<file path="src/hw/rtl/unordered_array_list_table_defines.svh">
// Assertion macros for the unordered array list table.
// The asserting module must have clk_i and rst_ni in scope.
`ifndef UNORDERED_ARRAY_LIST_TABLE_DEFINES_SVH
`define UNORDERED_ARRAY_LIST_TABLE_DEFINES_SVH

`ifndef NO_ASSERTIONS

`define UAT_ASSERT(name, prop) \
  name: assert property (@(posedge clk_i) disable iff (!rst_ni) (prop)) \
    else $error("Assertion failed.");

`define UAT_ASSERT_NEXT(name, ante, cons) \
  name: assert property (@(posedge clk_i) disable iff (!rst_ni) (ante) |=> (cons)) \
    else $error("Assertion failed.");

`else

`define UAT_ASSERT(name, prop)

`define UAT_ASSERT_NEXT(name, ante, cons)

`endif

`endif

</file>
<file path="src/hw/rtl/uat_pkg.sv">
// Package for the unordered array list table: sizes, codes and control structs.
// Used by uat_cell, uat_find and unordered_array_list_table.
`timescale 1ns / 1ps

package uat_pkg;

  localparam int CAPACITY = 128;
  localparam int IDX_W    = $clog2(CAPACITY);
  localparam int CNT_W    = $clog2(CAPACITY + 1);
  localparam int DATA_W   = 32;
  localparam int CMD_W    = 2;
  localparam int STATUS_W = 2;
  localparam int INDEX_W  = 7;
  localparam int FILL_W   = 8;

  localparam int GROUP    = 8;
  localparam int GRP_W    = $clog2(GROUP);
  localparam int NGROUPS  = (CAPACITY + GROUP - 1) / GROUP;

  typedef enum logic [CMD_W-1:0] {
    CMD_INSERT = 2'd0,
    CMD_SEARCH = 2'd1,
    CMD_REMOVE = 2'd2
  } cmd_e;

  typedef enum logic [STATUS_W-1:0] {
    ST_OK       = 2'd0,
    ST_FULL     = 2'd1,
    ST_NOTFOUND = 2'd2
  } status_e;

  typedef enum logic [3:0] {
    S_IDLE = 4'b0001,
    S_GRP  = 4'b0010,
    S_SEL  = 4'b0100,
    S_UPD  = 4'b1000
  } state_e;

  typedef struct packed {
    logic              cmp_en;
    logic [DATA_W-1:0] key;
    logic              ins_en;
    logic              shift_en;
    logic [CNT_W-1:0]  count;
    logic [IDX_W-1:0]  pos;
  } cell_ctrl_t;

  typedef struct packed {
    logic grp_en;
    logic sel_en;
  } find_ctrl_t;

endpackage

</file>
<file path="src/hw/rtl/uat_cell.sv">
// One storage cell of the list chain: holds an entry and its registered key match.
// Depends on uat_pkg.
`timescale 1ns / 1ps

module uat_cell (
  input  logic                         clk_i,
  input  uat_pkg::cell_ctrl_t          ctrl_i,
  input  logic [uat_pkg::IDX_W-1:0]    idx_i,
  input  logic [uat_pkg::DATA_W-1:0]   next_data_i,
  output logic [uat_pkg::DATA_W-1:0]   data_o,
  output logic                         match_o
);
  import uat_pkg::*;

  logic [DATA_W-1:0] data_q;
  logic              match_q;
  logic [CNT_W-1:0]  idx_ext;
  logic              occupied;

  assign idx_ext  = CNT_W'(idx_i);
  assign occupied = idx_ext < ctrl_i.count;

  always_ff @(posedge clk_i) begin
    if (ctrl_i.cmp_en) begin
      match_q <= occupied && (data_q == ctrl_i.key);
    end
    if (ctrl_i.ins_en && (idx_ext == ctrl_i.count)) begin
      data_q <= ctrl_i.key;
    end else if (ctrl_i.shift_en && (idx_i >= ctrl_i.pos)) begin
      data_q <= next_data_i;
    end
  end

  assign data_o  = data_q;
  assign match_o = match_q;

endmodule

</file>
<file path="config.mk">
export PLATFORM = sky130hd
export DESIGN_NAME = uat_cell
export DESIGN_NICKNAME = d
export VERILOG_FILES = /design/src/hw/rtl/unordered_array_list_table_defines.svh /design/src/hw/rtl/uat_pkg.sv /design/src/hw/rtl/uat_cell.sv
export SDC_FILE = /design/constraint.sdc
export NUM_CORES = 1
export LEC_CHECK = 0
export CORE_ASPECT_RATIO = 1.75
export CORE_UTILIZATION = 47
export DETAILED_ROUTE_END_ITERATION = 6
export DONT_BUFFER_PORTS = 1
export PLACE_DENSITY = 0.58
export SKIP_CTS_REPAIR_TIMING = 1
export SLEW_MARGIN = 20
export SYNTH_ARGS = -nofsm -noshare
export SYNTH_HDL_FRONTEND = slang
export SYNTH_SLANG_ARGS = --single-unit
</file>
<file path="constraint.sdc">
create_clock -name clk_i -period 2.6 [get_ports clk_i]
set_input_delay 0.26 -clock clk_i [delete_from_list [all_inputs] [get_ports clk_i]]
set_output_delay 0.26 -clock clk_i [all_outputs]
set_load 0.03 [all_outputs]
</file>
# Yosys cells after proc, flatten, opt, wreduce, memory -nomap -nowiden
# Index checks and enable logic that the tools add are counted.
# W data, S select, Z words.
# word_totals
reg_bits,33
inputBits,90
output_inout_bits,33
wordCells,12
# op_classes
order_cmp,2
n_eq_ne,2
mux,2
n_reduce_logical,4
# op_table
cell,count
$mux W32,2
$eq A32 B32 Y1,1
$eq A7 B8 Y1,1
$lt A7 B8 Y1,1
$ge A7 B7 Y1,1
$logic_and A1 B1 Y1,3
$reduce_bool A2 Y1,1

# Longest topological paths before layout
# Gate-level depths: netlist (run 1).
# logic_depth
word_depth,4
ltp_mapped,7
mapped_depth_nobuf,7

# Worst setup path after synthesis (run 1)
# OpenSTA, ideal clock, no wires.
# synth_timing
kind,input port to flip-flop
from,input ctrl_i[13] in the netlist's numbering
to,"register data_q[0] (netlist: data_o[0]), enable pin"
setup_time_ns,0.388
t_arrival_ns,1.936
required_time_ns,2.212
slack_ns,0.276
cell_stages,6
n_path_buf,1
cell_sequence,inv_1 -> ha_1 -> nand4b_4 -> nor3_4 -> buf_6 -> a21o_1
# synth_between
elab_chain_cells,3
# synth_lines
element,line_no,text
"start, declared",uat_cell.sv:7,"input uat_pkg::cell_ctrl_t ctrl_i,"
$eq A7 B8 Y1,uat_cell.sv:27,if (ctrl_i.ins_en && (idx_ext == ctrl_i.count)) begin
$logic_and A1 B1 Y1,uat_cell.sv:27,
$reduce_bool A2 Y1 (no line),n/a,
"end signal, assigned",uat_cell.sv:28,data_q <= ctrl_i.key;
"end signal, assigned",uat_cell.sv:30,data_q <= next_data_i;
"end, declared",uat_cell.sv:15,logic [DATA_W-1:0] data_q;
# No other way between the ends.
# A chain may end at the register's enable or synchronous reset.

# Worst setup path in the final report (run 1)
# layout_timing
from,register data_q[18] (netlist: data_o[18])
to,"register match_q (netlist: match_o), data pin"
# layout_between
elab_chain_cells,2
# layout_lines
element,line_no,text
$eq A32 B32 Y1,uat_cell.sv:25,match_q <= occupied && (data_q == ctrl_i.key);
$logic_and A1 B1 Y1,uat_cell.sv:25,
"end signal, assigned",uat_cell.sv:25,
"end, declared",uat_cell.sv:16,logic match_q;
# No other way between the ends.

==> summary.txt, run 1 <==
outcome -> complete, no violations
CP Max Fanout -> 2
clk slew on worst S/H paths -> 0.07 ns
first-pass GRT wire length -> 6170 um
initial core utilization -> 49.7%
clk_skew -> 0.00848 ns
Die Footprint -> 4750 um2
Synth-to-Final Area Change -> 6.61%
nets@finish -> 270
Synth Net Count -> 263
largest net degree at the start of global routing -> 29
post-DR wirelength/cell -> 19.4 um
RSZ-0062 raised after global routing -> false
top cells by area, synth -> edfxtp_1, mux2_2, ha_1, xnor2_1, xor2_1
Power Density -> 583 nW/um2
Ant. Diodes -> 0
CP Class -> reg -> reg
Max Cap Viol -> 0
Yosys top cell area share -> 47.1%
post-synthesis cell area -> 2100 um2
# rows -> 31
final hold vios -> 0
Pleak -> 0.000841 uW
clock sink total -> 33
Total Routing Usage GR -> 18.1%
root buffer cell -> clkbuf_8
vias per cell -> 5.66
Data arrival, critical path -> 1.82 ns
CP startpoint kind -> flip-flop
Detail Route Antenna Nets -> 0
number of synthesis warnings -> 0
min cycle time layout -> 1.71 ns
final wirelength -> 4160 um
Setup crit end kind -> flip-flop
grt ovf -> 0
Die X -> 52.6 um
core area -> 4230 um2
gpl congestion -> 0.728
worst skew pair latency -> 0.28 ns
cells after synthesis -> 159
vias in the first global route -> 1383
Filler cells -> 385
IO buf count -> 0
fraction of layout cells with a size suffix above 1 -> 22.9%
CTS buffer count -> 5
DR pass1 iterations -> 2
drt drc -> 0
final setup fails -> 0
Hold Crit Class -> in -> reg
Seq/Total Area, Yosys -> 47.1%
CTS tree -> built
Distinct cells, synth -> 20
clk buf depth -> 2
relative slew slack -> 72.4%
via count -> 1217
Tcrit/Tclk final -> 65.9%
initial detailed-routing violation count -> 14
number of synthesized register bits -> 33
Mapped Avg Cell Area -> 13.2 um2
highest clock rate -> 583 MHz
CP required -> 2.71 ns
Yosys top cell by area -> edfxtp_1
initial antenna violation count -> 0
Die Height -> 90.5 um
Slew Limit Fails -> 0
Tot Pwr -> 1310 uW
peak supply drop -> 0.000555 V
HPWL after detailed placement -> 3550 um
# H-tree levels -> 2
I/O Pins -> 123
setup TNS -> 0 ns
worst slew pin tran -> 0.410 ns
layout by cell type (no fill, tap or decap), types with 2 or more instances in the layout:
cell,Yosys,routed
mux2_1,4,4
clkbuf_8,0,5
a21oi_1,6,6
edfxtp_1,33,33
nand3_1,2,2
o21ai_0,3,3
nand2_1,2,2
xor2_1,16,16
inv_1,13,13
a21o_1,3,3
mux2_2,28,28
buf_4,0,2
nor4_1,5,5
ha_1,14,14
nand4_1,5,5
xnor2_1,16,16
nor2b_1,2,2
registers in the layout, indices dropped and copies added (netlist names):
signal   flops
data_o      32
match_o      1
critical path, stage by stage (launching register included):
cell and delay [ns]:
edfxtp_1 0.54, xor2_1 0.20, nor4_1 0.43, nand4_1 0.17, nor3_1 0.20
path summary, 6_finish.rpt:
path	startpoint	end	slack (ns)	depth (start not counted)
worst min register to register	data_o[31]$_DFFE_PP_	match_o$_DFFE_PP_	1.07	5
worst max-delay path	data_o[18]$_DFFE_PP_	match_o$_DFFE_PP_	0.89	4
worst min-delay path	ctrl_i[49]	match_o$_DFFE_PP_	0.1	0
worst max register to register	data_o[18]$_DFFE_PP_	match_o$_DFFE_PP_	0.89	4
power by group:
group          internal (uW)  switching, uW
combinational           88.7           74.2
clock                    180            169
sequential               652            143
total                    921            386
through the flow:
step / worst slack, ns / area [um2] / hold slack [ns] / utilization (%) / instances
floorplan: 0.276 / 2100 / 0.372 / - / 159
global placement: 0.654 / 2160 / 0.373 / 51.2 / 208
detailed placement: 0.599 / 2160 / 0.373 / 51.2 / 208
CTS: 0.840 / 2240 / 0.0857 / 53.0 / 215
global route: 0.712 / 2240 / 0.0799 / 53.0 / 215
finish: 0.886 / 2240 / 0.0979 / 53.0 / 215
kinds of logic after synthesis:
kind of cell,after synthesis,share of synthesized area [%]
flip-flops,33,47.1
XOR/XNOR,32,13.3
multiplexers,32,17.1
AND/OR/NAND/NOR,19,6.55
buffers and inverters,16,3.93
adder cells (fa/ha/maj),14,8.33
AO/OA/AOI/OAI,13,3.57
Yosys cell counts:
cell,number
a21o_1,3
a21oi_1,6
buf_6,3
edfxtp_1,33
ha_1,14
inv_1,13
mux2_1,4
mux2_2,28
nand2_1,2
nand3_1,2
nand4_1,5
nand4b_4,1
nor2b_1,2
nor3_1,1
nor3_4,1
nor4_1,5
o211ai_1,1
o21ai_0,3
xnor2_1,16
xor2_1,16
per-layer routing:
| layer | track usage, % | part of all wire [%] | vias up |
|---|---|---|---|
| met3 | 7.07 | 12 | 8 |
| met2 | 35.2 | 59 | 78 |
| met5 | 0 | 0 | - |
| met4 | 7.89 | 2.1 | 0 |
| met1 | 14.3 | 28 | 539 |
| li1 | - | - | 592 |
layout make-up:
cell class                 count  area (um2)  area share (%)
multi-input combinational    110        1030            45.9
clock inverter                 1        3.75           0.168
tap                           49        61.3            2.74
clock buffer                   6        72.6            3.24
inverter                      13        48.8            2.18
timing repair buffer           3        35.0            1.56
sequential                    33         991            44.2
Note: power is estimated with default switching activity, not from simulation.
==> inputs of run 2 (changes only) <==
Settings changed: PLACE_DENSITY 0.58 to 0.6.
Clock period 2.6 ns to 1.4 ns, I/O delays scaled along.
==> run 2 against run 1 <==
  * The run now ends with setup timing left
  * Setup slack got worse by 0.91 ns
  * Critical path type unchanged
  * Clock power increased by 89%
  * Sequential cell count is the same
  * Critical endpoint unchanged
  * Clock skew shrank 0.0039 ns
  * Routed wire length up 12%
  * Largest cell class unchanged
  * Core utilization is 13 points higher
  * Critical path depth increased by 1
  * Register-to-register slack got worse by 0.91 ns
  * Via count is 18% higher
  * Maximum frequency is 20% higher
==> summary.txt, run 2 (synthesis results as in run 1) <==
final hold vios -> 0
min cycle time layout -> 1.43 ns
setup ws final -> -0.0268 ns
Hold Crit Class -> in -> reg
Die X -> 52.6 um
worst skew pair latency -> 0.28 ns
failing checks -> setup timing
Hold Startpoint -> ctrl_i[21]
CP Cell Sequence -> xnor2_1 -> nand4_1 -> nor4_2 -> o21ai_1 -> nor3_2
gpl congestion -> 0.713
Filler cells -> 331
hold path cells -> 1
clk buf depth -> 2
clk slew on worst S/H paths -> 0.07 ns
Tcrit/Tclk final -> 102%
root buffer cell -> clkbuf_8
peak supply drop -> 0.000817 V
largest net degree at the start of global routing -> 27
outcome -> finished with violations
CTS tree -> built
drt drc -> 0
highest clock rate -> 701 MHz
Setup crit end kind -> flip-flop
Detail Route Antenna Nets -> 0
CP Max Fanout -> 2
Slew Limit Fails -> 0
r2r startpoint -> data_o[31]$_DFFE_PP_
Final Cell Area -> 2810 um2
relative slew slack -> 81.1%
fraction of layout cells with a size suffix above 1 -> 45.5%
max FFs per register -> 32
grt ovf -> 0
reg-to-reg endpoint -> match_o$_DFFE_PP_
vias in the first global route -> 1564
clk_skew -> 0.00458 ns
Power Density -> 951 nW/um2
Hold Crit Endpoint -> data_o[4]$_DFFE_PP_
CTS buffer count -> 5
Total Routing Usage GR -> 20.0%
Slowest cell on crit path -> edfxtp_1
via count -> 1438
initial detailed-routing violation count -> 18
Synth-to-Final Area Change -> 33.5%
nets@finish -> 317
register-to-register setup slack -> -0.03 ns
final setup fails -> 1
hold slack -> 0.0752 ns
final wirelength -> 4650 um
# H-tree levels -> 2
initial core utilization -> 49.7%
core area -> 4230 um2
clock sink total -> 33
I/O Pins -> 123
dpl ws -> -0.303 ns
first-pass GRT wire length -> 6910 um
Die Height -> 90.5 um
IO buf count -> 0
DR pass1 iterations -> 4
Pleak -> 0.00115 uW
Worst R2R Path Depth -> 5
Die Footprint -> 4750 um2
most frequent cells in the layout -> buf_4, edfxtp_1, mux2_4
placed inst area -> 2630 um2
worst slew pin tran -> 0.281 ns
Max Cap Viol -> 0
Ant. Diodes -> 0
max incr delay on CP -> 0.40 ns
vias per cell -> 5.49
CP Class -> reg -> reg
# rows -> 31
initial antenna violation count -> 0
CP required -> 1.53 ns
HPWL after detailed placement -> 3700 um
post-DR wirelength/cell -> 17.7 um
Data arrival, critical path -> 1.56 ns
CP startpoint kind -> flip-flop
RSZ-0062 raised after global routing -> true
commonest non-fill, non-tap cell in the layout -> buf_4
-- run 2: cell count changes in the layout (fill, tap and decap cells not counted), moves of 3 or more --
cell,previous run,this run
mux2_2,28,10
mux2_4,0,20
inv_1,13,10
ha_1,14,11
buf_4,2,43
ha_4,0,3
-- run 2: area by class of cell --
cell class	count	area [um2]	area share, %
clock buffers	6	72.6	2.59
clock inverters	1	3.75	0.134
inverters	13	63.8	2.27
multi-input cells	110	1170	41.8
flip-flops and latches	33	991	35.3
well taps	49	61.3	2.18
repair buffers	50	440	15.7
-- run 2: worst max-delay path by stage --
stage | from | endpoint
after floorplan | ctrl_i[12] | data_o[0]$_DFFE_PP_
after global placement | ctrl_i[12] | data_o[22]$_DFFE_PP_
after detailed placement | ctrl_i[11] | data_o[26]$_DFFE_PP_
after CTS | data_o[18]$_DFFE_PP_ | match_o$_DFFE_PP_
after global routing | data_o[7]$_DFFE_PP_ | match_o$_DFFE_PP_
final | data_o[31]$_DFFE_PP_ | match_o$_DFFE_PP_
-- run 2: through the flow --
step / utilization, % / instances / power [uW] / TNS [ns]
6_report: 66.4 / 262 / 2670 / -0.0268
5_1_grt: 66.4 / 262 / 2790 / -0.199
4_1_cts: 64.1 / 256 / 2690 / -0.168
3_5_place_dp: 62.3 / 249 / 2010 / -17.07
3_3_place_gp: 62.3 / 249 / 1990 / -15.43
2_1_floorplan: - / 159 / 1760 / -13.58
-- run 2: power by group --
part	internal [uW]	switching, uW	leakage [uW]	total (uW)
sequential	1210	67.1	0.000309	1270
combinational	356	382	0.000802	738
clock	335	323	0.0000387	658
-- run 2: worst max-delay path, delay by kind of cell (launching register included) --
kind	cells	cell delay [ns]
simple gates	3	0.55
compound gates	1	0.13
flops	1	0.40
xor+xnor	1	0.20
-- run 2: layer usage --
layer | vias to the layer above | track usage [%] | wire [um]
met5 | - | 0 | 0
met4 | 0 | 7.89 | 85
met3 | 9 | 5.56 | 353
met2 | 76 | 37.8 | 2720
met1 | 664 | 18.6 | 1490
li1 | 689 | - | -
==> inputs of run 3 (changes only) <==
Settings changed: CELL_PAD_IN_SITES_DETAIL_PLACEMENT set to 0, CELL_PAD_IN_SITES_GLOBAL_PLACEMENT set to 1, CORE_UTILIZATION 47 to 42, PLACE_DENSITY 0.6 to 0.7.
==> run 3 against run 2 <==
  * The run still ends with setup timing left
  * Maximum frequency fell by 3.5%
  * Register-to-register slack got worse by 0.05 ns
  * Via count rose by 2.4%
  * Setup slack got worse by 0.051 ns
  * Largest power group unchanged
  * Global-route usage fell by 2.2 points
  * Largest cell class unchanged
  * Clock power rose by 4.4%
  * Sequential cell count did not move
==> summary.txt, run 3 (synthesis results as in run 1) <==
register-to-register setup slack -> -0.08 ns
worst slew pin tran -> 0.296 ns
root buffer cell -> clkbuf_8
CP Max Fanout -> 2
Filler cells -> 398
Detail Route Antenna Nets -> 0
IO buf count -> 0
highest clock rate -> 677 MHz
Die X -> 55.5 um
via count -> 1472
Max Cap Viol -> 0
multi-input logic area -> 1170 um2
HPWL after detailed placement -> 4000 um
Final Cell Area -> 2880 um2
final wirelength -> 4910 um
Setup crit end kind -> flip-flop
setup TNS -> -0.0779 ns
failing checks -> setup timing
Slew Limit Fails -> 0
vias in the first global route -> 1584
placed inst area -> 2680 um2
Tot Pwr -> 2720 uW
final setup fails -> 1
Die Footprint -> 5300 um2
CTS buffer count -> 5
peak supply drop -> 0.000696 V
Die Height -> 95.6 um
nets@finish -> 322
most frequent cells in the layout -> buf_4, edfxtp_1, mux2_4
CP endpoint -> match_o$_DFFE_PP_
vias per cell -> 5.43
Ant. Diodes -> 0
max FFs per register -> 32
Data arrival, critical path -> 1.60 ns
Worst R2R Path Depth -> 5
clk buf depth -> 2
largest net degree at the start of global routing -> 24
CP startpoint kind -> flip-flop
commonest non-fill, non-tap cell in the layout -> buf_4
first-pass GRT wire length -> 7020 um
core area -> 4750 um2
Tcrit/Tclk final -> 106%
grt ovf -> 0
post-DR wirelength/cell -> 18.1 um
worst skew pair latency -> 0.28 ns
gpl congestion -> 0.827
CP required -> 1.52 ns
final hold vios -> 0
DR pass1 iterations -> 4
Synth-to-Final Area Change -> 36.9%
clock sink total -> 33
Pleak -> 0.00118 uW
clk slew on worst S/H paths -> 0.07 ns
initial core utilization -> 44.3%
fraction of layout cells with a size suffix above 1 -> 46.1%
I/O Pins -> 123
reg-to-reg endpoint -> match_o$_DFFE_PP_
Hold Startpoint -> next_data_i[29]
start point of the critical path -> data_o[1]$_DFFE_PP_
min cycle time layout -> 1.48 ns
clk_skew -> 0.00550 ns
r2r startpoint -> data_o[1]$_DFFE_PP_
Total Routing Usage GR -> 17.7%
CTS tree -> built
outcome -> finished with violations
relative slew slack -> 80.1%
setup ws final -> -0.0779 ns
initial antenna violation count -> 0
CP Class -> reg -> reg
initial detailed-routing violation count -> 25
sequential cell area -> 991 um2
Util after Layout -> 60.6%
# rows -> 33
RSZ-0062 raised after global routing -> true
# H-tree levels -> 2
dpl ws -> -0.259 ns
drt drc -> 0
Hold Crit Class -> in -> reg
Power Density -> 945 nW/um2
[run 3: metrics by stage]
stage	cells	hold slack (ns)
after detailed placement	256	0.253
after CTS	264	-0.0388
after floorplan	159	0.252
after global placement	256	0.253
after global routing	271	0.0547
final	271	0.0618
[run 3: per-layer routing]
layer  share of wire (%)  GRT usage (%)  wire length [um]
met1                  31           15.7              1520
met2                  59           36.5              2920
met4                 1.5           6.88                72
met3                 8.1           4.88               397
met5                   0              0                 0
[run 3: layout make-up]
cell class	count	area share (%)
sequential	33	34.4
tap	52	2.26
multi-input combinational	110	40.5
clock buffer	8	2.78
inverter	13	2.22
timing repair buffer	55	17.8
[run 3: power by group]
part	switching [uW]	internal (uW)	leakage, uW
clock	334	353	0.0000395
sequential	72.3	1210	0.000309
combinational	383	370	0.000831
total	789	1930	0.00118
[run 3: worst min-delay path by stage]
stage | cells after the start | end | slack [ns]
floorplan | 0 | match_o$_DFFE_PP_ | 0.25
global route | 1 | data_o[29]$_DFFE_PP_ | 0.05
global placement | 0 | match_o$_DFFE_PP_ | 0.25
CTS | 0 | match_o$_DFFE_PP_ | -0.04
finish | 1 | data_o[29]$_DFFE_PP_ | 0.06
detailed placement | 0 | match_o$_DFFE_PP_ | 0.25
[run 3: critical path: stages, from the launching register on]
cell,delay [ns]
edfxtp_1,0.41
xor2_1,0.18
nor4_2,0.31
buf_4,0.16
nand4_1,0.13
nor3_2,0.15
