<file path="src/hw/rtl/unordered_array_list_table_defines.svh">
// Assertion macros for the unordered array list table.
// The asserting module must have clk_i and rst_ni in scope.
`ifndef UNORDERED_ARRAY_LIST_TABLE_DEFINES_SVH
`define UNORDERED_ARRAY_LIST_TABLE_DEFINES_SVH

`ifndef NO_ASSERTIONS

`define UAT_ASSERT(name, prop) \
  name: assert property (@(posedge clk_i) disable iff (!rst_ni) (prop)) \
    else $error("Assertion failed.");

`define UAT_ASSERT_NEXT(name, ante, cons) \
  name: assert property (@(posedge clk_i) disable iff (!rst_ni) (ante) |=> (cons)) \
    else $error("Assertion failed.");

`else

`define UAT_ASSERT(name, prop)

`define UAT_ASSERT_NEXT(name, ante, cons)

`endif

`endif

</file>
<file path="src/hw/rtl/uat_pkg.sv">
// Package for the unordered array list table: sizes, codes and control structs.
// Used by uat_cell, uat_find and unordered_array_list_table.
`timescale 1ns / 1ps

package uat_pkg;

  localparam int CAPACITY = 128;
  localparam int IDX_W    = $clog2(CAPACITY);
  localparam int CNT_W    = $clog2(CAPACITY + 1);
  localparam int DATA_W   = 32;
  localparam int CMD_W    = 2;
  localparam int STATUS_W = 2;
  localparam int INDEX_W  = 7;
  localparam int FILL_W   = 8;

  localparam int GROUP    = 8;
  localparam int GRP_W    = $clog2(GROUP);
  localparam int NGROUPS  = (CAPACITY + GROUP - 1) / GROUP;

  typedef enum logic [CMD_W-1:0] {
    CMD_INSERT = 2'd0,
    CMD_SEARCH = 2'd1,
    CMD_REMOVE = 2'd2
  } cmd_e;

  typedef enum logic [STATUS_W-1:0] {
    ST_OK       = 2'd0,
    ST_FULL     = 2'd1,
    ST_NOTFOUND = 2'd2
  } status_e;

  typedef enum logic [3:0] {
    S_IDLE = 4'b0001,
    S_GRP  = 4'b0010,
    S_SEL  = 4'b0100,
    S_UPD  = 4'b1000
  } state_e;

  typedef struct packed {
    logic              cmp_en;
    logic [DATA_W-1:0] key;
    logic              ins_en;
    logic              shift_en;
    logic [CNT_W-1:0]  count;
    logic [IDX_W-1:0]  pos;
  } cell_ctrl_t;

  typedef struct packed {
    logic grp_en;
    logic sel_en;
  } find_ctrl_t;

endpackage

</file>
<file path="src/hw/rtl/uat_find.sv">
// Two-stage registered priority encoder that finds the lowest matching cell.
// Depends on uat_pkg.
`timescale 1ns / 1ps

module uat_find (
  input  logic                          clk_i,
  input  uat_pkg::find_ctrl_t           ctrl_i,
  input  logic [uat_pkg::CAPACITY-1:0]  match_i,
  output logic                          hit_o,
  output logic [uat_pkg::IDX_W-1:0]     pos_o
);
  import uat_pkg::*;

  logic [NGROUPS*GROUP-1:0] padded;
  logic [NGROUPS-1:0]       grp_any_d, grp_any_q;
  logic [GRP_W-1:0]         grp_loc_d [NGROUPS];
  logic [GRP_W-1:0]         grp_loc_q [NGROUPS];
  logic                     hit_d, hit_q;
  logic [IDX_W-1:0]         pos_d, pos_q;

  assign padded = (NGROUPS*GROUP)'(match_i);

  always_comb begin
    for (int g = 0; g < NGROUPS; g++) begin
      grp_any_d[g] = 1'b0;
      grp_loc_d[g] = '0;
      for (int b = GROUP - 1; b >= 0; b--) begin
        if (padded[g*GROUP + b]) begin
          grp_any_d[g] = 1'b1;
          grp_loc_d[g] = GRP_W'(b);
        end
      end
    end
  end

  always_comb begin
    hit_d = 1'b0;
    pos_d = '0;
    for (int g = NGROUPS - 1; g >= 0; g--) begin
      if (grp_any_q[g]) begin
        hit_d = 1'b1;
        pos_d = IDX_W'(g*GROUP + int'(grp_loc_q[g]));
      end
    end
  end

  always_ff @(posedge clk_i) begin
    if (ctrl_i.grp_en) begin
      grp_any_q <= grp_any_d;
      grp_loc_q <= grp_loc_d;
    end
    if (ctrl_i.sel_en) begin
      hit_q <= hit_d;
      pos_q <= pos_d;
    end
  end

  assign hit_o = hit_q;
  assign pos_o = pos_q;

endmodule

</file>
<file path="config.mk">
export PLATFORM = sky130hd
export DESIGN_NAME = uat_find
export DESIGN_NICKNAME = d
export VERILOG_FILES = /design/src/hw/rtl/unordered_array_list_table_defines.svh /design/src/hw/rtl/uat_pkg.sv /design/src/hw/rtl/uat_find.sv
export SDC_FILE = /design/constraint.sdc
export NUM_CORES = 1
export LEC_CHECK = 0
export BUFFER_PORTS_ARGS = -buffer_cell sky130_fd_sc_hd__buf_2
export CORE_AREA = 2 2 91 93
export CTS_BUF_LIST = sky130_fd_sc_hd__clkbuf_8 sky130_fd_sc_hd__clkbuf_16
export CTS_CLUSTER_DIAMETER = 60
export DETAILED_ROUTE_END_ITERATION = 8
export DIE_AREA = 0 0 93 95
export PLACE_DENSITY = 0.76
export SLEW_MARGIN = 10
export SYNTH_ARGS = -nofsm -noshare
export SYNTH_HDL_FRONTEND = slang
export SYNTH_SLANG_ARGS = --single-unit
</file>
<file path="constraint.sdc">
create_clock -name clk_i -period 2.1 [get_ports clk_i]
set_input_delay 0.105 -clock clk_i [delete_from_list [all_inputs] [get_ports clk_i]]
set_output_delay 0.105 -clock clk_i [all_outputs]
set_load 0.05 [all_outputs]
</file>
; ---- After elaboration in Yosys (flattened, before gate mapping)
; Index checks and enable logic that the tools add are counted.
[op_classes]
n_addsub = 15
multipliers = 0
n_div = 0
magnitude_cmp = 0
eq_ne = 0
n_shift = 0
n_mux = 145
bitwise_logic = 0
n_reduce_logical = 49
[ops]
columns = operator, n
row1 = two-way mux 3 bit, 65
row2 = OR reduction 7 bit, 16
row3 = two-way mux 7 bit, 15
row4 = two-way mux 2 bit, 32
row5 = OR reduction 4 bit, 16
row6 = "adder 7 x 3 -> 7 bit, first input constant", 8
row7 = two-way mux 1 bit, 33
row8 = OR reduction 2 bit, 16
row9 = "adder 6 x 3 -> 7 bit, first input constant", 4
row10 = OR reduction 15 bit, 1
row11 = "adder 5 x 3 -> 6 bit, first input constant", 2
row12 = "adder 4 x 3 -> 5 bit, first input constant", 1
[totals]
regBits = 72
latchBits = 0
mem_bits_rw = 0
romBits = 0
input_bits = 131
n_memories = 0

; ---- Longest topological paths before layout
; Gate-level depths: netlist of the first run.
[logic_depth]
word_depth = 17
mapped_depth = 6
ltp_nobuf = 5

; ---- Least setup slack after synthesis of the first run
; Ideal clock, no wire load.
[synth_timing]
path_type = reg2reg
from = register grp_any_q[12]
to = register hit_q (netlist: hit_o), data pin
setup_time_ns = 0.276
t_arrival_ns = 1.250
required_time_ns = 1.824
setup_slack_ns = 0.573
stages_incl_launch_ff = 5
n_path_buf = 0
period_less_slack_ns = 1.527
path_cell_list = edfxtp_1 or2_4 or3_4 nor4_4 nand4_1
[synth_between]
elab_chain_cells = 1
[synth_rtl]
columns = element, line
row1 = from (decl), uat_find.sv:15  ; logic [NGROUPS-1:0] grp_any_d, grp_any_q;
row2 = from (signal assigned), uat_find.sv:49  ; grp_any_q <= grp_any_d;
row3 = OR reduction 15 bit (no line), -
row4 = to (signal assigned), uat_find.sv:53  ; hit_q <= hit_d;
row5 = to (decl), uat_find.sv:18  ; logic hit_d, hit_q;
; No other way between the ends.
; A chain may end at the register's enable or synchronous reset.

; ---- Worst setup path after layout of the first run
[layout_timing]
from = register grp_any_q[8]
to = register pos_q[0] (netlist: pos_o[0]), data pin
[layout_between]
elab_chain_cells = 9
[layout_rtl]
columns = element, line
row1 = two-way mux 7 bit (8 in series), uat_find.sv:40  ; if (grp_any_q[g]) begin
row2 = two-way mux 3 bit, uat_find.sv:40
row3 = via pos_d[0], uat_find.sv:19  ; logic [IDX_W-1:0] pos_d, pos_q;
row4 = to (signal assigned), uat_find.sv:54  ; pos_q <= pos_d;
row5 = to (decl), uat_find.sv:19
; The timed path passes the listed nets, and every way through them passes these cells.

==> results of run 1 <==
[registers in the layout, summed over array words and instances (netlist names)]
register,count
pos_o,7
grp_loc_q,48
hit_o,1
grp_any_q,16
[area by class of cell]
type	count	area [um^2]	area share, %
sequential	72	2160	44.4
multi-input combinational	277	1530	31.4
timing repair buffer	139	711	14.6
inverter	36	135	2.77
tap	105	131	2.70
clock buffer	9	124	2.54
clock inverter	6	76.3	1.57
[power breakdown]
group | switching (mW) | internal, mW
sequential | 0.0531 | 1.69
combinational | 0.263 | 0.198
clock | 0.467 | 0.648
total | 0.783 | 2.54
[placed cells by master, fill, tap and decap left out, drive strengths merged, types with 3 or more instances in the layout]
cell	instances
buf	139
edfxtp	72
nor3	50
nor2	39
a21oi	38
inv	37
nor4	37
nand2	26
nor2b	23
o21bai	17
o21ai	11
clkbuf	9
o221ai	6
a221oi	6
a22oi	6
o22ai	4
nand2b	3
nand3	3
clkinv	3
[critical path, delay by kind of cell (launching register included)]
| family | cells | cell delay (ns) |
|---|---|---|
| simple gates | 3 | 0.54 |
| flops | 1 | 0.42 |
| compound gates | 2 | 0.42 |
[final timing paths]
kind	start	end	cells after the start	slack (ns)
worst min-delay path	match_i[34]	grp_any_q[4]	3	0.07
worst max register to register	grp_any_q[8]	pos_o[0]	5	0.47
worst min register to register	grp_any_q[3]	hit_o	2	0.65
worst max-delay path	grp_any_q[8]	pos_o[0]	5	0.47
[through the flow]
stage	cells	power (mW)	setup WS [ns]
after floorplan	388	1.97	0.573
after global placement	629	2.21	0.535
after detailed placement	629	2.23	0.493
after CTS	644	3.33	0.484
after global routing	644	3.46	0.375
final	644	3.32	0.471
[metal layers]
| metal | vias up | routed length, um | track usage (%) | share of wire [%] |
|---|---|---|---|---|
| li1 | 1771 | - | - | - |
| met1 | 1547 | 3810 | 26.4 | 45 |
| met2 | 128 | 3970 | 33.3 | 47 |
| met3 | 11 | 540 | 2.87 | 6.4 |
| met4 | 0 | 135 | 7.35 | 1.6 |
| met5 | - | 0 | 0 | 0 |
[kinds of logic after synthesis]
kind of cell / count (synthesis) / share of synthesized area [%]
buffers and inverters: 39 / 3.87
flip-flops: 72 / 56.3
AO/OA/AOI/OAI: 90 / 14.7
AND/OR/NAND/NOR: 187 / 25.2
==> flow_results.xml, run 1 <==
<?xml version="1.0" encoding="UTF-8"?>
<metrics>
  <group name="run_status">
    <metric name="run_status" unit="">completed</metric>
  </group>
  <group name="worst_setup_path">
    <metric name="worstPathMaxFanout" unit="">6</metric>
    <metric name="kind_of_end_point_of_the_critical_path" unit="">register</metric>
    <metric name="worstPathRequired" unit="ns">2.19</metric>
    <metric name="timing.critical_path.arrival" unit="ns">1.72</metric>
    <metric name="cpPeakStageDelay" unit="ns">0.42</metric>
    <metric name="critPathLaunchType" unit="">register</metric>
    <metric name="worst_path_max_delay_cell" unit="">edfxtp_1</metric>
    <metric name="crit_path_cell_trace" unit="">or2_2, a221oi_1, o21ai_1, nand3_1, nand2_1</metric>
    <metric name="path_class" unit="">reg2reg</metric>
  </group>
  <group name="floorplanning">
    <metric name="horizontal_die_dimension" unit="um">93</metric>
    <metric name="core-area" unit="um^2">7930</metric>
    <metric name="io_pins" unit="">139</metric>
    <metric name="initial_core_util" unit="%">48.5</metric>
    <metric name="die_h" unit="um">95</metric>
    <metric name="die_area" unit="um^2">8840</metric>
    <metric name="floorplan.rows" unit="">33</metric>
  </group>
  <group name="clock_network">
    <metric name="clk_root_buffer_cell" unit="">clkbuf_8</metric>
    <metric name="hold_buffers" unit="">0</metric>
    <metric name="cts_sinks" unit="">72</metric>
    <metric name="cts-buffers-inserted" unit="">9</metric>
    <metric name="cts-htree-levels" unit="">3</metric>
    <metric name="number_of_buffers_inserted_to_repair_setup_after_cts" unit="">0</metric>
    <metric name="cts_tree" unit="">done</metric>
    <metric name="cts_max_path_buffers" unit="">2</metric>
    <metric name="worst_setup_hold_path_clk_slew" unit="ns">0.07</metric>
    <metric name="insertion_delay" unit="ns">0.34</metric>
    <metric name="cts.repair.resized" unit="">0</metric>
  </group>
  <group name="pwr">
    <metric name="leakage_power_of_the_design" unit="nW">1.98</metric>
    <metric name="total_power_per_unit_cell_area" unit="nW/um^2">682</metric>
    <metric name="power.ir.vdd_worst" unit="mV">0.321</metric>
  </group>
  <group name="placed_design">
    <metric name="place.gp.congestion" unit="">0.862</metric>
    <metric name="dpl.hpwl" unit="um">6480</metric>
    <metric name="dpl-instance-area" unit="um^2">4670</metric>
    <metric name="input_output_buffers" unit="">138</metric>
  </group>
  <group name="timing">
    <metric name="max_freq" unit="MHz">614</metric>
    <metric name="setup_total_negative_slack" unit="ns">0</metric>
    <metric name="final-hold-violation-count" unit="">0</metric>
    <metric name="slew_headroom" unit="%">68.2</metric>
    <metric name="hold_slack" unit="ns">0.0668</metric>
    <metric name="grt_setup_unrepaired" unit="">false</metric>
    <metric name="finalSetupViolCount" unit="">0</metric>
    <metric name="worst-slew-pin-transition" unit="ns">0.472</metric>
    <metric name="worst_clock_skew" unit="ns">0.00732</metric>
    <metric name="layout_worst_path_cycle_share" unit="%">77.6</metric>
    <metric name="finalCriticalPeriod" unit="ns">1.63</metric>
    <metric name="slew_viol_final" unit="">0</metric>
  </group>
  <group name="synth">
    <metric name="syn_inst" unit="">388</metric>
    <metric name="async_flop_share" unit="%">0</metric>
    <metric name="ys_ff_latch" unit="">72</metric>
    <metric name="top_cells_by_area_in_the_synthesized_netlist" unit="">edfxtp_1 (56%), nor3_1 (6.5%), nor4_1 (5.9%)</metric>
    <metric name="synth.most_common_cell" unit="">edfxtp_1</metric>
    <metric name="seq_area_frac_synth" unit="%">56.3</metric>
    <metric name="netlist.top_cell.by_area" unit="">edfxtp_1</metric>
    <metric name="yosys_warnings" unit="">0</metric>
    <metric name="post_synthesis_instance_area" unit="um^2">3840</metric>
    <metric name="syn-mean-instance-area" unit="um^2">9.90</metric>
    <metric name="mappedNetlistNets" unit="">519</metric>
    <metric name="area_share_of_the_largest_cell_type_after_synthesis" unit="%">56.3</metric>
    <metric name="netlist-cell-type-count" unit="">29</metric>
    <metric name="synthTopCellsByCount" unit="">edfxtp_1 (72), nor3_1 (50), a21oi_1 (38), nor2_1 (38)</metric>
    <metric name="synthFlopType" unit="">edfxtp_1</metric>
    <metric name="number_of_flops_mapped_to_enable_cells_by_yosys" unit="">72</metric>
  </group>
  <group name="global_routing">
    <metric name="vias_in_the_first_global_route" unit="">3185</metric>
    <metric name="grt_start_max_net_pins" unit="">65</metric>
    <metric name="antenna_found_initial" unit="">0</metric>
    <metric name="grt_pass1_wl" unit="um">13800</metric>
    <metric name="grt_usage" unit="%">19.8</metric>
    <metric name="globalRouteOverflowTotal" unit="">0</metric>
  </group>
  <group name="detailed_routing">
    <metric name="wl_per_cell" unit="um">13.1</metric>
    <metric name="route.detailed.vias_per_inst" unit="">5.37</metric>
    <metric name="antenna_left" unit="">0</metric>
    <metric name="via_count" unit="">3457</metric>
    <metric name="drtPass1Iterations" unit="">5</metric>
    <metric name="totalWireLength" unit="um">8460</metric>
    <metric name="drc" unit="">0</metric>
    <metric name="initialDrtViolationCount" unit="">218</metric>
  </group>
  <group name="min_path">
    <metric name="hold_path.class" unit="">in2reg</metric>
  </group>
  <group name="layout">
    <metric name="flow.area_growth_from_synthesis" unit="%">26.8</metric>
    <metric name="post_layout_nets" unit="">666</metric>
    <metric name="diodes" unit="">0</metric>
    <metric name="design_area" unit="um^2">4870</metric>
    <metric name="final_layout_size_suffix_gt1_share" unit="%">28.9</metric>
    <metric name="fillerInstances" unit="">705</metric>
    <metric name="fin_util" unit="%">61.4</metric>
  </group>
  <group name="run">
    <metric name="drv_cap" unit="">0</metric>
  </group>
</metrics>
Power figures use the tool's default switching activity.
==> run 2, diff against run 1 <==
Clock period 2.1 ns to 1.7 ns, I/O delays scaled along.
==> flow_results.xml, run 2 (synthesis gave the netlist of run 1 again) <==
<?xml version="1.0" encoding="UTF-8"?>
<metrics>
  <group name="run_status">
    <metric name="run_status" unit="">completed</metric>
  </group>
  <group name="worst_setup_path">
    <metric name="crit_path_to" unit="">hit_o</metric>
    <metric name="critPathLaunchType" unit="">register</metric>
    <metric name="kind_of_end_point_of_the_critical_path" unit="">register</metric>
    <metric name="rr_startpoint" unit="">grp_any_q[12]</metric>
    <metric name="ff2ff_setup_slack" unit="ns">0.08</metric>
    <metric name="path_class" unit="">reg2reg</metric>
    <metric name="worstPathRequired" unit="ns">1.78</metric>
    <metric name="timing.critical_path.arrival" unit="ns">1.69</metric>
    <metric name="worstPathMaxFanout" unit="">5</metric>
    <metric name="worstReg2RegEnd" unit="">hit_o</metric>
    <metric name="worst-r2r-cell-count" unit="">4</metric>
    <metric name="startpoint" unit="">grp_any_q[12]</metric>
  </group>
  <group name="detailed_routing">
    <metric name="drc" unit="">0</metric>
    <metric name="drtPass1Iterations" unit="">5</metric>
    <metric name="wl_per_cell" unit="um">12.9</metric>
    <metric name="route.detailed.vias_per_inst" unit="">5.41</metric>
    <metric name="via_count" unit="">3497</metric>
    <metric name="initialDrtViolationCount" unit="">166</metric>
    <metric name="antenna_left" unit="">0</metric>
    <metric name="totalWireLength" unit="um">8340</metric>
  </group>
  <group name="layout">
    <metric name="flow.area_growth_from_synthesis" unit="%">26.2</metric>
    <metric name="post_layout_nets" unit="">667</metric>
    <metric name="diodes" unit="">0</metric>
    <metric name="largest_register_ffs" unit="">48</metric>
    <metric name="layout_common_cells" unit="">buf_2 (138), edfxtp_1 (72), nor3_1 (50), nor2_1 (38), a21oi_1 (38)</metric>
    <metric name="registers.top_by_ff_count" unit="">grp_loc_q</metric>
    <metric name="final_layout_size_suffix_gt1_share" unit="%">29.6</metric>
    <metric name="layout_commonest_cell" unit="">buf_2</metric>
  </group>
  <group name="floorplanning">
    <metric name="floorplan.rows" unit="">33</metric>
    <metric name="io_pins" unit="">139</metric>
    <metric name="horizontal_die_dimension" unit="um">93</metric>
    <metric name="core-area" unit="um^2">7930</metric>
    <metric name="initial_core_util" unit="%">48.5</metric>
    <metric name="die_h" unit="um">95</metric>
    <metric name="die_area" unit="um^2">8840</metric>
  </group>
  <group name="placed_design">
    <metric name="dpl.hpwl" unit="um">6530</metric>
    <metric name="place.gp.congestion" unit="">0.839</metric>
    <metric name="input_output_buffers" unit="">138</metric>
  </group>
  <group name="global_routing">
    <metric name="grt_busiest_layer" unit="">met2</metric>
    <metric name="grt_start_max_net_pins" unit="">65</metric>
    <metric name="antenna_found_initial" unit="">0</metric>
    <metric name="gr-usage-met1" unit="%">26.0</metric>
    <metric name="globalRouteOverflowTotal" unit="">0</metric>
    <metric name="globalRouteMet3Util" unit="%">4.15</metric>
    <metric name="grt_usage" unit="%">19.6</metric>
    <metric name="gr_met2_demand_resource" unit="%">31.9</metric>
    <metric name="vias_in_the_first_global_route" unit="">3201</metric>
    <metric name="grt_pass1_wl" unit="um">13600</metric>
  </group>
  <group name="timing">
    <metric name="finalSetupViolCount" unit="">0</metric>
    <metric name="setup_total_negative_slack" unit="ns">0</metric>
    <metric name="final-hold-violation-count" unit="">0</metric>
    <metric name="slew_headroom" unit="%">69.7</metric>
    <metric name="worst_clock_skew" unit="ns">0.00463</metric>
    <metric name="grt_setup_unrepaired" unit="">false</metric>
    <metric name="slew_viol_final" unit="">0</metric>
    <metric name="finalCriticalPeriod" unit="ns">1.62</metric>
    <metric name="max_freq" unit="MHz">619</metric>
    <metric name="layout_worst_path_cycle_share" unit="%">95.1</metric>
    <metric name="worst-slew-pin-transition" unit="ns">0.450</metric>
  </group>
  <group name="clock_network">
    <metric name="cts_max_path_buffers" unit="">2</metric>
    <metric name="clk_root_buffer_cell" unit="">clkbuf_8</metric>
    <metric name="cts-buffers-inserted" unit="">9</metric>
    <metric name="hold_buffers" unit="">0</metric>
    <metric name="cts_sinks" unit="">72</metric>
    <metric name="number_of_buffers_inserted_to_repair_setup_after_cts" unit="">0</metric>
    <metric name="insertion_delay" unit="ns">0.35</metric>
    <metric name="cts-htree-levels" unit="">3</metric>
    <metric name="cts_tree" unit="">done</metric>
    <metric name="cts.repair.resized" unit="">0</metric>
    <metric name="worst_setup_hold_path_clk_slew" unit="ns">0.08</metric>
  </group>
  <group name="min_path">
    <metric name="hold_path.class" unit="">in2reg</metric>
    <metric name="whs_path_depth" unit="">2</metric>
  </group>
  <group name="pwr">
    <metric name="leakage_power_of_the_design" unit="nW">1.96</metric>
    <metric name="total_power" unit="mW">3.89</metric>
    <metric name="power.ir.vdd_worst" unit="mV">0.306</metric>
    <metric name="total_power_per_unit_cell_area" unit="nW/um^2">801</metric>
  </group>
  <group name="run">
    <metric name="drv_cap" unit="">0</metric>
  </group>
</metrics>
==> run 2: changes by cell type in the layout (fill, tap and decap cells not counted), sizes merged <==
cell	delta
clkinv	-1
buf	+1
bufinv	-2
clkinvlp	+4
==> run 2: where the power goes <==
| part | switching, mW | internal (mW) |
|---|---|---|
| logic | 0.326 | 0.246 |
| registers | 0.0646 | 2.09 |
| clock network | 0.635 | 0.524 |
==> run 2: worst max-delay path, stage by stage, from the launching register on <==
cell      delay (ns)
edfxtp_1        0.42
or2_4           0.29
or3_4           0.35
nor4_4          0.16
nand4_1         0.13
==> run 2: cell type report <==
type,count,area [um^2]
Fill cell,673,3080
Sequential cell,72,2160
Multi-Input combinational cell,277,1530
Timing Repair Buffer,140,718
Inverter,36,135
Tap cell,105,131
Clock buffer,9,124
Clock inverter,7,47.5
==> run 2: how the worst min path moves through the flow <==
| stage | from | end |
|---|---|---|
| 3_5_place_dp | match_i[35] | grp_any_q[4] |
| 4_1_cts | match_i[8] | grp_loc_q[42] |
| 6_report | match_i[96] | grp_loc_q[9] |
| 2_1_floorplan | ctrl_i[1] | grp_any_q[0] |
| 5_1_grt | match_i[112] | grp_loc_q[3] |
| 3_3_place_gp | match_i[10] | grp_any_q[1] |
==> run 2: metal layers <==
metal | wire length, um | up-vias | share of wire, %
met2 | 3770 | 138 | 45
met5 | 0 | - | 0
li1 | - | 1772 | -
met1 | 3830 | 1570 | 46
met4 | 149 | 0 | 1.8
met3 | 589 | 17 | 7.1
==> run 2: through the flow <==
stage / util, % / setup slack [ns] / area [um^2] / hold WS [ns] / std cells
final: 61.2 / 0.0834 / 4850 / 0.0339 / 646
after global routing: 61.2 / 0.0176 / 4850 / 0.0303 / 646
after global placement: 59.0 / 0.132 / 4680 / 0.388 / 630
after detailed placement: 59.0 / 0.0993 / 4680 / 0.392 / 630
after floorplan: - / 0.173 / 3840 / 0.197 / 388
after CTS: 61.2 / 0.0912 / 4850 / 0.0235 / 646
